File: src/design/wpre_pkg.sv
package wpre_pkg;

   localparam int MAX_POINTS_DEFAULT = 64;

   localparam int IDX_W     = 6;
   localparam int COORD_W   = 16;
   localparam int WEIGHT_W  = 16;
   localparam int ENERGY_W  = 40;
   localparam int GRAD_W    = 32;
   localparam int DIFF_W    = COORD_W + 1;
   localparam int U_W       = 34;
   localparam int DIV_NUM_W = 83;
   localparam int T_W       = 33;
   localparam int NUM_AXES  = 3;
   localparam int PT_W      = NUM_AXES * COORD_W;
   localparam int GR_W      = NUM_AXES * GRAD_W;

   localparam int ENERGY_SHIFT = 36;
   localparam int GRAD_SHIFT   = 50;

   localparam logic [1:0] AXIS_LAST = 2'd2;

   typedef enum logic [1:0] {
      ACT_LOAD  = 2'd0,
      ACT_PAIR  = 2'd1,
      ACT_READ  = 2'd2,
      ACT_CLEAR = 2'd3
   } action_type;

   typedef enum logic [1:0] {
      DIV_ENERGY      = 2'd0,
      DIV_GRAD_FIRST  = 2'd1,
      DIV_GRAD_SECOND = 2'd2
   } div_src_type;

   typedef struct packed {
      logic        capture;
      logic        pt_write;
      logic        pt_rd_b;
      logic        cap_a;
      logic        cap_diff;
      logic        sq_en;
      logic [1:0]  axis;
      logic        div_start;
      div_src_type div_src;
      logic        en_update;
      logic        t_capture;
      logic        gr_rd_b;
      logic        gr_write;
      logic        gr_wr_b;
      logic        read_capture;
      logic        clr_acc;
      logic        clr_step;
      logic        set_flag;
   } ctrl_cmd_type;

   typedef struct packed {
      action_type action;
      logic       a_ok;
      logic       b_ok;
      logic       u_zero;
      logic       div_done;
      logic       clr_last;
   } dp_status_type;

endpackage

File: src/design/wpre_ctrl.sv
module wpre_ctrl (
   input  logic                    clock,
   input  logic                    reset,
   input  logic                    start,
   output logic                    busy,
   output logic                    rsp_valid,
   output wpre_pkg::ctrl_cmd_type  cmd,
   input  wpre_pkg::dp_status_type status
);

   import wpre_pkg::*;

   typedef enum logic [4:0] {
      S_CLEAR, S_IDLE, S_DECODE, S_RD_GR, S_RD_CAP,
      S_PT_A, S_PT_B, S_DIFF, S_SQ, S_CHECK,
      S_DIV_E, S_G1, S_G1_W, S_G2, S_G2_W,
      S_GA_RD, S_GA_WR, S_GB_WR, S_RESP
   } state_type;

   state_type  state_ff, state_in;
   logic [1:0] axis_ff, axis_in;
   logic       pend_ff, pend_in;
   logic       busy_ff, rsp_valid_ff;

   always_comb begin
      state_in = state_ff;
      axis_in  = axis_ff;
      pend_in  = pend_ff;
      cmd      = '0;
      cmd.axis = axis_ff;
      unique case (state_ff)
         S_CLEAR: begin
            cmd.clr_step = 1'b1;
            if (status.clr_last) begin
               state_in = pend_ff ? S_RESP : S_IDLE;
               pend_in  = 1'b0;
            end
         end
         S_IDLE: begin
            if (start) begin
               cmd.capture = 1'b1;
               state_in    = S_DECODE;
            end
         end
         S_DECODE: begin
            unique case (status.action)
               ACT_LOAD: begin
                  cmd.pt_write = status.a_ok;
                  state_in     = S_RESP;
               end
               ACT_PAIR: state_in = (status.a_ok && status.b_ok) ? S_PT_A : S_RESP;
               ACT_READ: state_in = status.a_ok ? S_RD_GR : S_RESP;
               ACT_CLEAR: begin
                  cmd.clr_acc = 1'b1;
                  pend_in     = 1'b1;
                  state_in    = S_CLEAR;
               end
               default: state_in = S_RESP;
            endcase
         end
         S_RD_GR: state_in = S_RD_CAP;
         S_RD_CAP: begin
            cmd.read_capture = 1'b1;
            state_in         = S_RESP;
         end
         S_PT_A: state_in = S_PT_B;
         S_PT_B: begin
            cmd.pt_rd_b = 1'b1;
            cmd.cap_a   = 1'b1;
            state_in    = S_DIFF;
         end
         S_DIFF: begin
            cmd.cap_diff = 1'b1;
            axis_in      = '0;
            state_in     = S_SQ;
         end
         S_SQ: begin
            cmd.sq_en = 1'b1;
            if (axis_ff == AXIS_LAST) begin
               axis_in  = '0;
               state_in = S_CHECK;
            end else begin
               axis_in = axis_ff + 1'b1;
            end
         end
         S_CHECK: begin
            if (status.u_zero) begin
               cmd.set_flag = 1'b1;
               state_in     = S_RESP;
            end else begin
               cmd.div_start = 1'b1;
               cmd.div_src   = DIV_ENERGY;
               state_in      = S_DIV_E;
            end
         end
         S_DIV_E: begin
            if (status.div_done) begin
               cmd.en_update = 1'b1;
               state_in      = S_G1;
            end
         end
         S_G1: begin
            cmd.div_start = 1'b1;
            cmd.div_src   = DIV_GRAD_FIRST;
            state_in      = S_G1_W;
         end
         S_G1_W: begin
            if (status.div_done) begin
               state_in = S_G2;
            end
         end
         S_G2: begin
            cmd.div_start = 1'b1;
            cmd.div_src   = DIV_GRAD_SECOND;
            state_in      = S_G2_W;
         end
         S_G2_W: begin
            if (status.div_done) begin
               cmd.t_capture = 1'b1;
               if (axis_ff == AXIS_LAST) begin
                  axis_in  = '0;
                  state_in = S_GA_RD;
               end else begin
                  axis_in  = axis_ff + 1'b1;
                  state_in = S_G1;
               end
            end
         end
         S_GA_RD: state_in = S_GA_WR;
         S_GA_WR: begin
            // write a while b is being read
            cmd.gr_write = 1'b1;
            cmd.gr_rd_b  = 1'b1;
            state_in     = S_GB_WR;
         end
         S_GB_WR: begin
            cmd.gr_write = 1'b1;
            cmd.gr_wr_b  = 1'b1;
            state_in     = S_RESP;
         end
         S_RESP: state_in = S_IDLE;
         default: state_in = S_IDLE;
      endcase
   end

   always_ff @(posedge clock) begin
      if (reset) begin
         state_ff     <= S_CLEAR;
         axis_ff      <= '0;
         pend_ff      <= 1'b0;
         busy_ff      <= 1'b1;
         rsp_valid_ff <= 1'b0;
      end else begin
         state_ff     <= state_in;
         axis_ff      <= axis_in;
         pend_ff      <= pend_in;
         busy_ff      <= (state_in != S_IDLE);
         rsp_valid_ff <= (state_in == S_RESP);
      end
   end

   assign busy      = busy_ff;
   assign rsp_valid = rsp_valid_ff;

   a_accept_busy: assert property (@(posedge clock) disable iff (reset)
      (start && !busy_ff) |=> busy_ff)
      else $error("busy not raised after accept");

   a_strobe_single: assert property (@(posedge clock) disable iff (reset)
      rsp_valid_ff |=> !rsp_valid_ff)
      else $error("result strobe longer than one cycle");

endmodule

File: config.mk
export PLATFORM = sky130hd
export DESIGN_NAME = wpre_ctrl
export DESIGN_NICKNAME = d
export VERILOG_FILES = /design/src/design/wpre_pkg.sv /design/src/design/wpre_ctrl.sv
export SDC_FILE = /design/constraint.sdc
export NUM_CORES = 1
export LEC_CHECK = 0
export ABC_AREA = 1
export BUFFER_PORTS_ARGS = -buffer_cell sky130_fd_sc_hd__buf_4
export CAP_MARGIN = 20
export CORE_MARGIN = 3
export CORE_UTILIZATION = 49
export DETAILED_ROUTE_END_ITERATION = 10
export PLACE_DENSITY = 0.88
export SYNTH_ARGS = -nofsm -noshare
export SYNTH_HDL_FRONTEND = slang
export SYNTH_SLANG_ARGS = --single-unit
File: constraint.sdc
create_clock -name clock -period 1.5 [get_ports clock]
set_input_delay 0.3 -clock clock [delete_from_list [all_inputs] [get_ports clock]]
set_output_delay 0.3 -clock clock [all_outputs]
set_load 0.05 [all_outputs]
==> results of run 1 <==
kinds of logic after synthesis:
kind of cell	synth area share (%)
and+or+nand+nor	56.9
DFF	21.5
AOI/OAI and AO/OA	9.13
buffers and inverters	12.5
synthesized netlist by cell type:
cell type / number / area [um^2]
nor2_1: 44 / 165
nand2_1: 38 / 143
inv_1: 24 / 90.1
nand3_1: 15 / 75.1
dfxtp_1: 10 / 200
a21oi_1: 8 / 40.0
nor2_2: 6 / 37.5
inv_2: 4 / 15.0
nand3_2: 4 / 40.0
nand4_1: 3 / 18.8
nor3_1: 3 / 15.0
a211oi_1: 2 / 15.0
a31oi_1: 2 / 12.5
nand3b_1: 2 / 15.0
o21ai_0: 2 / 10.0
buf_1: 1 / 3.75
buf_4: 1 / 7.51
nor2_4: 1 / 11.3
nor3_2: 1 / 10.0
o21bai_1: 1 / 7.51
through the flow:
step	TNS, ps	hold slack, ps
after floorplan	-58.3	451
after global placement	-47.4	457
after detailed placement	-138	508
==> flow_summary_export.csv, run 1 <==
group,metric,value,unit
synth,syn_area_per_cell,5.42,um^2
run_status,outcome,"aborted with a tool error",
place,io_buffers,31,
place,gp_congestion,0.964,
clock_tree,root_buffer,"clkbuf_4",
place,place_area,0.00141,mm^2
synth,synth.distinct_cells,20,
clock_tree,clockBufferDepth,2,
clock_tree,cts_made_buffers,3,
clock_tree,post_cts_resize_count,79,
place,dp.cells,241,
synth,ys_warn_count,0,
synth,syn_inst,172,
synth,syn_nets,182,
clock_tree,post-cts-setup-buffers,13,
floorplan,ioPinCount,32,
place,dp_hpwl,2720,um
place,place_ws,-68.4,ps
synth,ys_seq_area_share,21.5,%
clock_tree,cts.htree.levels,1,
synth,synth-seq-cells,10,
clock_tree,ctsHoldBuffers,0,
clock_tree,clock-sinks,10,
floorplan,initial_core_util,52.8,%
synth,syn_area,932,um^2
floorplan,row_count,15,
floorplan,die-width,49.6,um
floorplan,die_h,49.6,um
run_status,lastStage,"clock tree synthesis (4_1_cts)",
run_status,error_line,"[ERROR DPL-0038] Utilization greater than 100%, impossible to legalize",
==> run 2, diff against run 1 <==
--- a/config.mk
+++ b/config.mk
@@ -8,10 +8,10 @@
 export ABC_AREA = 1
 export BUFFER_PORTS_ARGS = -buffer_cell sky130_fd_sc_hd__buf_4
 export CAP_MARGIN = 20
-export CORE_MARGIN = 3
-export CORE_UTILIZATION = 49
+export CORE_AREA = 3 3 64 66
 export DETAILED_ROUTE_END_ITERATION = 10
-export PLACE_DENSITY = 0.88
+export DIE_AREA = 0 0 67 69
+export PLACE_DENSITY_LB_ADDON = 0.15
 export SYNTH_ARGS = -nofsm -noshare
 export SYNTH_HDL_FRONTEND = slang
 export SYNTH_SLANG_ARGS = --single-unit
==> run 2 against run 1 <==
The flow now finishes, with violations (setup timing). Synthesized cell count unchanged. Area after synthesis unchanged.
==> flow_summary_export.csv, run 2 <==
group,metric,value,unit
detailed_routing,ant_nets,0,
floorplan,initial_core_util,25.7,%
worst_setup_path,critical_path_class,"flip-flop to primary output",
synth,synth.top_cell.area_share,21.5,%
synth,yosys_most_used_dff,"dfxtp_1",
worst_setup_path,r2r-end,"busy",
sta,setup_viol,18,
final_layout,finalNonFillerCells,286,
worst_setup_path,worstPathRequired,1200,ps
sta,finalHoldViolations,0,
grt,grt_pass1_vias,1314,
power_and_ir_drop,leakagePower,0.962,nW
synth,syn_area,932,um^2
synth,syn_inst,172,
place,place_area,0.00146,mm^2
final_layout,nets,249,
worst_setup_path,startpoint,"state_ff[4]",
grt,antenna_found_initial,0,
worst_setup_path,crit_end,"cmd[0]",
final_layout,final_cell_mix,"buf_4 (37), nor2_1 (29), nand2_1 (27)",
detailed_routing,vias,1325,
final_layout,top_register,"state_ff",
clock_tree,clkTransAtPathRegs,50,ps
worst_setup_path,critPathMaxFanout,8,
clock_tree,root_buffer,"clkbuf_8",
synth,synthTopCellsByArea,"dfxtp_1 (21%), nor2_1 (18%), nand2_1 (15%)",
final_layout,utilization,52.7,%
floorplan,row_count,22,
synth,synth_most_common_cell,"nor2_1",
clock_tree,clock-sinks,10,
synth,ys_seq_area_share,21.5,%
final_layout,reg_top3,"state_ff x5, axis_ff x2",
final_layout,largest_reg_flops,5,
floorplan,ioPinCount,32,
clock_tree,cts_tree,"built",
sta,fin_ws,-144,ps
final_layout,n_antenna_cell,0,
place,dp_hpwl,2700,um
detailed_routing,via_per_inst,4.63,
synth,synth.top_cells.by_count,"nor2_1 (44), nand2_1 (38), inv_1 (24)",
detailed_routing,first_pass_iters,4,
worst_setup_path,r2r_cells,11,
synth,synth-seq-cells,10,
detailed_routing,drt_iter0_drc,35,
synth,syn_area_per_cell,5.42,um^2
clock_tree,clk-insertion-delay-late,240,ps
final_layout,fillers,377,
run_status,outcome,"finished with violations",
clock_tree,cts.htree.levels,1,
worst_setup_path,regToRegStartpoint,"state_ff[2]",
clock_tree,clockBufferDepth,2,
sta,period_share,110,%
sta,maxSlewViolCount,0,
worst_setup_path,r2r_setup_slack,-10,ps
final_layout,area_growth_syn_to_layout,106,%
place,gp_congestion,0.850,
synth,synth_edf_count,0,
sta,finalCriticalPeriod,1640,ps
synth,syn_nets,182,
sta,fmax,608,MHz
synth,synth.distinct_cells,20,
power_and_ir_drop,total_power,2.15,mW
detailed_routing,routed_wl,3490,um
worst_setup_path,cp.arrival,1340,ps
synth,async_flop_share,0,%
grt,grt_overflow_total,0,
sta,rsz0062_at_grt,"true",
worst_setup_path,end_kind,"primary output",
sta,tightest_slew,252,ps
hold_path,hold_path.class,"input pin to flip-flop",
sta,skew,0.635,ps
grt,grt_pass1_wl,5930,um
worst_setup_path,critPathLaunchType,"flip-flop",
detailed_routing,routedWlPerCell,12.2,um
sta,holdWs,284,ps
final_layout,drive_above_1_share,53.8,%
synth,ys_warn_count,0,
grt,grt_max_degree,9,
synth,synth_top_cell_by_area,"dfxtp_1",
place,dp.cells,269,
clock_tree,cts_made_buffers,3,
grt,grt.total_usage,16.1,%
power_and_ir_drop,p_per_area,1120,mW/mm^2
final_layout,final_common_cell,"buf_4",
floorplan,dieArea,0.00462,mm^2
final_layout,design_area,0.00192,mm^2
floorplan,die_h,69,um
run_status,violations,"setup timing",
place,io_buffers,31,
floorplan,die-width,67,um
floorplan,coreArea,0.00363,mm^2
hold_path,worstHoldStart,"reset",
sta,relSlewSlack,83.2,%
detailed_routing,drc,0,
power_and_ir_drop,ir_drop,0.716,mV
run,max-cap-violations,0,
## run 2: cell counts after synthesis
Identical to the previous run, type by type.
## run 2: power by group
group / leakage [nW] / switching [mW] / internal (mW) / total (mW)
combinational: 0.848 / 0.850 / 0.568 / 1.42
sequential: 0.0847 / 0.0711 / 0.321 / 0.392
clock: 0.0288 / 0.113 / 0.231 / 0.344
total: 0.962 / 1.03 / 1.12 / 2.15
## run 2: layer usage
| layer | wire length (um) | up-vias | global-route usage [%] |
|---|---|---|---|
| li1 | - | 680 | - |
| met1 | 1570 | 597 | 20.4 |
| met2 | 1690 | 38 | 26.7 |
| met3 | 173 | 10 | 4.23 |
| met5 | 0 | - | 0 |
| met4 | 65 | 0 | 3.60 |
## run 2: critical path: stages (launching register included)
cell and delay, ps:
dfxtp_2 340, inv_6 100, nand2_4 60, nor2_4 120
nand2_2 70, buf_4 140, nor2_4 120, buf_8 150
## run 2: logic make-up (layout without fill, tap and decap cells)
family | count (synthesis) | count (layout) | share of synthesized area (%)
AO/OA/AOI/OAI | 15 | 15 | 9.13
flip-flops | 10 | 10 | 21.5
buffers and inverters | 30 | 96 | 12.5
AND/OR/NAND/NOR | 117 | 117 | 56.9
## run 2: final cells by class
cell class	instances	area (um^2)	area share, %
inverters	28	123	6.40
well taps	48	60.1	3.14
repair buffers	64	632	33.0
flip-flops and latches	10	216	11.3
multi-input cells	132	830	43.3
clock buffers	4	55.1	2.87
## run 2: per-stage QoR
step           TNS [ps]  setup WS, ps
5_1_grt           -2700          -206
2_1_floorplan     -58.3         -58.3
4_1_cts           -1390          -142
3_5_place_dp      -57.1         -20.8
6_report          -1310          -144
3_3_place_gp      -84.8         -38.5
## run 2: worst min-delay path by stage
stage,endpoint,cells after the start,slack (ps)
3_3_place_gp,pend_ff,2,470
2_1_floorplan,pend_ff,2,450
6_report,state_ff[0],2,280
3_5_place_dp,pend_ff,2,470
5_1_grt,state_ff[0],2,280
4_1_cts,state_ff[0],2,280
## run 2: timing repair
action,CTS,global route
hold buffers,0,0
gates cloned,0,0
gates resized for setup,63,25
pin swaps,9,5
endpoints found under the setup margin,20,22
buffers inserted,11,2
Power figures use the tool's default switching activity.
==> run 3, diff against run 2 <==
--- a/config.mk
+++ b/config.mk
@@ -12,6 +12,7 @@
 export DETAILED_ROUTE_END_ITERATION = 10
 export DIE_AREA = 0 0 67 69
 export PLACE_DENSITY_LB_ADDON = 0.15
+export REMOVE_ABC_BUFFERS = 1
 export SYNTH_ARGS = -nofsm -noshare
 export SYNTH_HDL_FRONTEND = slang
 export SYNTH_SLANG_ARGS = --single-unit
==> run 3 against run 2 <==
The flow still finishes with violations (setup timing). Power is 3.5% higher. Worst setup slack better by 6.5 ps. Core utilization is 1.8 points lower. Sequential share of layout area is 0.25 points higher. Register-to-register slack hardly changed. Design area is 3.3% lower. Worst hold slack hardly changed. Maximum frequency is 0.40% higher. Critical path type unchanged.
==> flow_summary_export.csv, run 3 (same netlist as run 2, synthesis figures left out) <==
group,metric,value,unit
sta,rsz0062_at_grt,"true",
power_and_ir_drop,total_power,2.23,mW
power_and_ir_drop,p_switching,1.06,mW
final_layout,largest_reg_flops,5,
worst_setup_path,r2r_cells,11,
floorplan,die_h,69,um
sta,fmax,611,MHz
run_status,violations,"setup timing",
detailed_routing,drt_iter0_drc,34,
final_layout,area_growth_syn_to_layout,98.7,%
power_and_ir_drop,p_per_area,1200,mW/mm^2
floorplan,die-width,67,um
sta,setup_viol,15,
sta,finalCriticalPeriod,1640,ps
final_layout,final_cell_mix,"buf_4 (33), nand2_1 (29), nor2_1 (28)",
sta,relSlewSlack,82.2,%
final_layout,top_register,"state_ff",
worst_setup_path,cp.arrival,1340,ps
sta,fin_ws,-137,ps
worst_setup_path,critPathMaxFanout,5,
place,io_buffers,31,
detailed_routing,drc,0,
clock_tree,clock-sinks,10,
detailed_routing,routed_wl,3500,um
clock_tree,root_buffer,"clkbuf_8",
worst_setup_path,critPathLaunchType,"flip-flop",
sta,tightest_slew,266,ps
clock_tree,clockBufferDepth,2,
grt,busiest_layer,"met2",
power_and_ir_drop,leakagePower,0.956,nW
run,max-cap-violations,0,
final_layout,n_antenna_cell,0,
clock_tree,clkTransAtPathRegs,60,ps
final_layout,reg_top3,"state_ff x5, axis_ff x2",
final_layout,nets,247,
grt,grt.total_usage,16.1,%
grt,grt_overflow_total,0,
worst_setup_path,end_kind,"primary output",
floorplan,coreArea,0.00363,mm^2
clock_tree,ctsHoldBuffers,0,
detailed_routing,via_per_inst,4.48,
floorplan,initial_core_util,25.7,%
grt,groute.layer.met2.usage,26.9,%
power_and_ir_drop,ir_drop,0.986,mV
place,gp_congestion,0.853,
power_and_ir_drop,p_seq_share,16.6,%
clock_tree,clk-insertion-delay-late,240,ps
power_and_ir_drop,pwr-share-comb,67.5,%
hold_path,worstHoldStart,"reset",
sta,maxSlewViolCount,0,
power_and_ir_drop,swShare,47.5,%
sta,skew,10.2,ps
hold_path,min_to,"state_ff[1]",
final_layout,final_common_cell,"buf_4",
worst_setup_path,r2r-end,"rsp_valid",
hold_path,hold_path.class,"input pin to flip-flop",
detailed_routing,first_pass_iters,4,
final_layout,fillers,371,
hold_path,worstHoldPathCells,2,
power_and_ir_drop,p_int,1.17,mW
worst_setup_path,worstPathRequired,1200,ps
clock_tree,cts_made_buffers,3,
worst_setup_path,critical_path_class,"flip-flop to primary output",
grt,grt_pass1_wl,5820,um
sta,period_share,109,%
sta,finalHoldViolations,0,
place,dp_hpwl,2640,um
floorplan,dieArea,0.00462,mm^2
grt,grtUsageMet3,1.95,%
detailed_routing,routedWlPerCell,12.3,um
run_status,outcome,"finished with violations",
floorplan,ioPinCount,32,
power_and_ir_drop,clock_power_share,16.0,%
grt,grt.met1_usage,21.0,%
worst_setup_path,regToRegStartpoint,"state_ff[4]",
sta,holdWs,284,ps
detailed_routing,ant_nets,0,
final_layout,drive_above_1_share,51.7,%
floorplan,row_count,22,
grt,grt_max_degree,9,
detailed_routing,vias,1272,
clock_tree,cts.htree.levels,1,
grt,antenna_found_initial,0,
clock_tree,cts_tree,"built",
grt,grt_pass1_vias,1291,
worst_setup_path,r2r_setup_slack,-10,ps
-- run 3: power groups by stage --
stage / Clock, mW / Combinational, mW / Sequential [mW]
after floorplan: 0 / 0.630 / 0.389
after global placement: 0 / 1.10 / 0.344
after detailed placement: 0 / 1.09 / 0.344
after CTS: 0.365 / 1.41 / 0.360
after global routing: 0.377 / 1.61 / 0.377
final: 0.356 / 1.50 / 0.369
-- run 3: cell type report --
type	instances	area [um^2]	area share [%]
multi-input combinational	132	790	42.6
timing repair buffer	62	621	33.5
sequential	10	214	11.6
inverter	28	113	6.08
tap	48	60.1	3.24
clock buffer	4	55.1	2.97
-- run 3: stage by stage --
stage / TNS, ps / setup WS, ps / std cells / area (um^2) / utilization [%]
3_5_place_dp: -75.7 / -36.6 / 273 / 1410 / 38.7
2_1_floorplan: -7910 / -907 / 170 / 921 / -
3_3_place_gp: -164 / -60.3 / 273 / 1410 / 38.7
6_report: -1130 / -137 / 284 / 1850 / 51.0
5_1_grt: -2400 / -205 / 284 / 1850 / 51.0
4_1_cts: -1180 / -130 / 284 / 1770 / 48.8
-- run 3: worst max-delay path by stage --
stage / start / to / slack, ps / depth (start not counted)
floorplan: state_ff[0] / state_ff[0] / -910 / 8
global placement: state_ff[0] / cmd[11] / -60 / 7
detailed placement: state_ff[0] / cmd[11] / -40 / 7
CTS: state_ff[2] / cmd[2] / -130 / 6
global route: state_ff[3] / cmd[2] / -210 / 6
finish: state_ff[3] / cmd[2] / -140 / 6
-- run 3: critical path, cell delays in order, from the launching register on --
cell and delay (ps):
dfxtp_4 380, nor2_4 180, nand2_2 110, nor2_4 120
nand2_1 80, inv_2 70, buf_8 140
-- run 3: repair_timing --
action / CTS / global route
resized for setup: 76 / 24
endpoints found under the setup margin: 21 / 24
pin swaps: 13 / 9
setup buffers: 9 / 0
-- run 3: layer usage --
| metal | part of all wire [%] | up-vias |
|---|---|---|
| met2 | 50 | 30 |
| met4 | 0.63 | 0 |
| met5 | 0 | - |
| met3 | 3.7 | 2 |
| li1 | - | 667 |
| met1 | 45 | 573 |
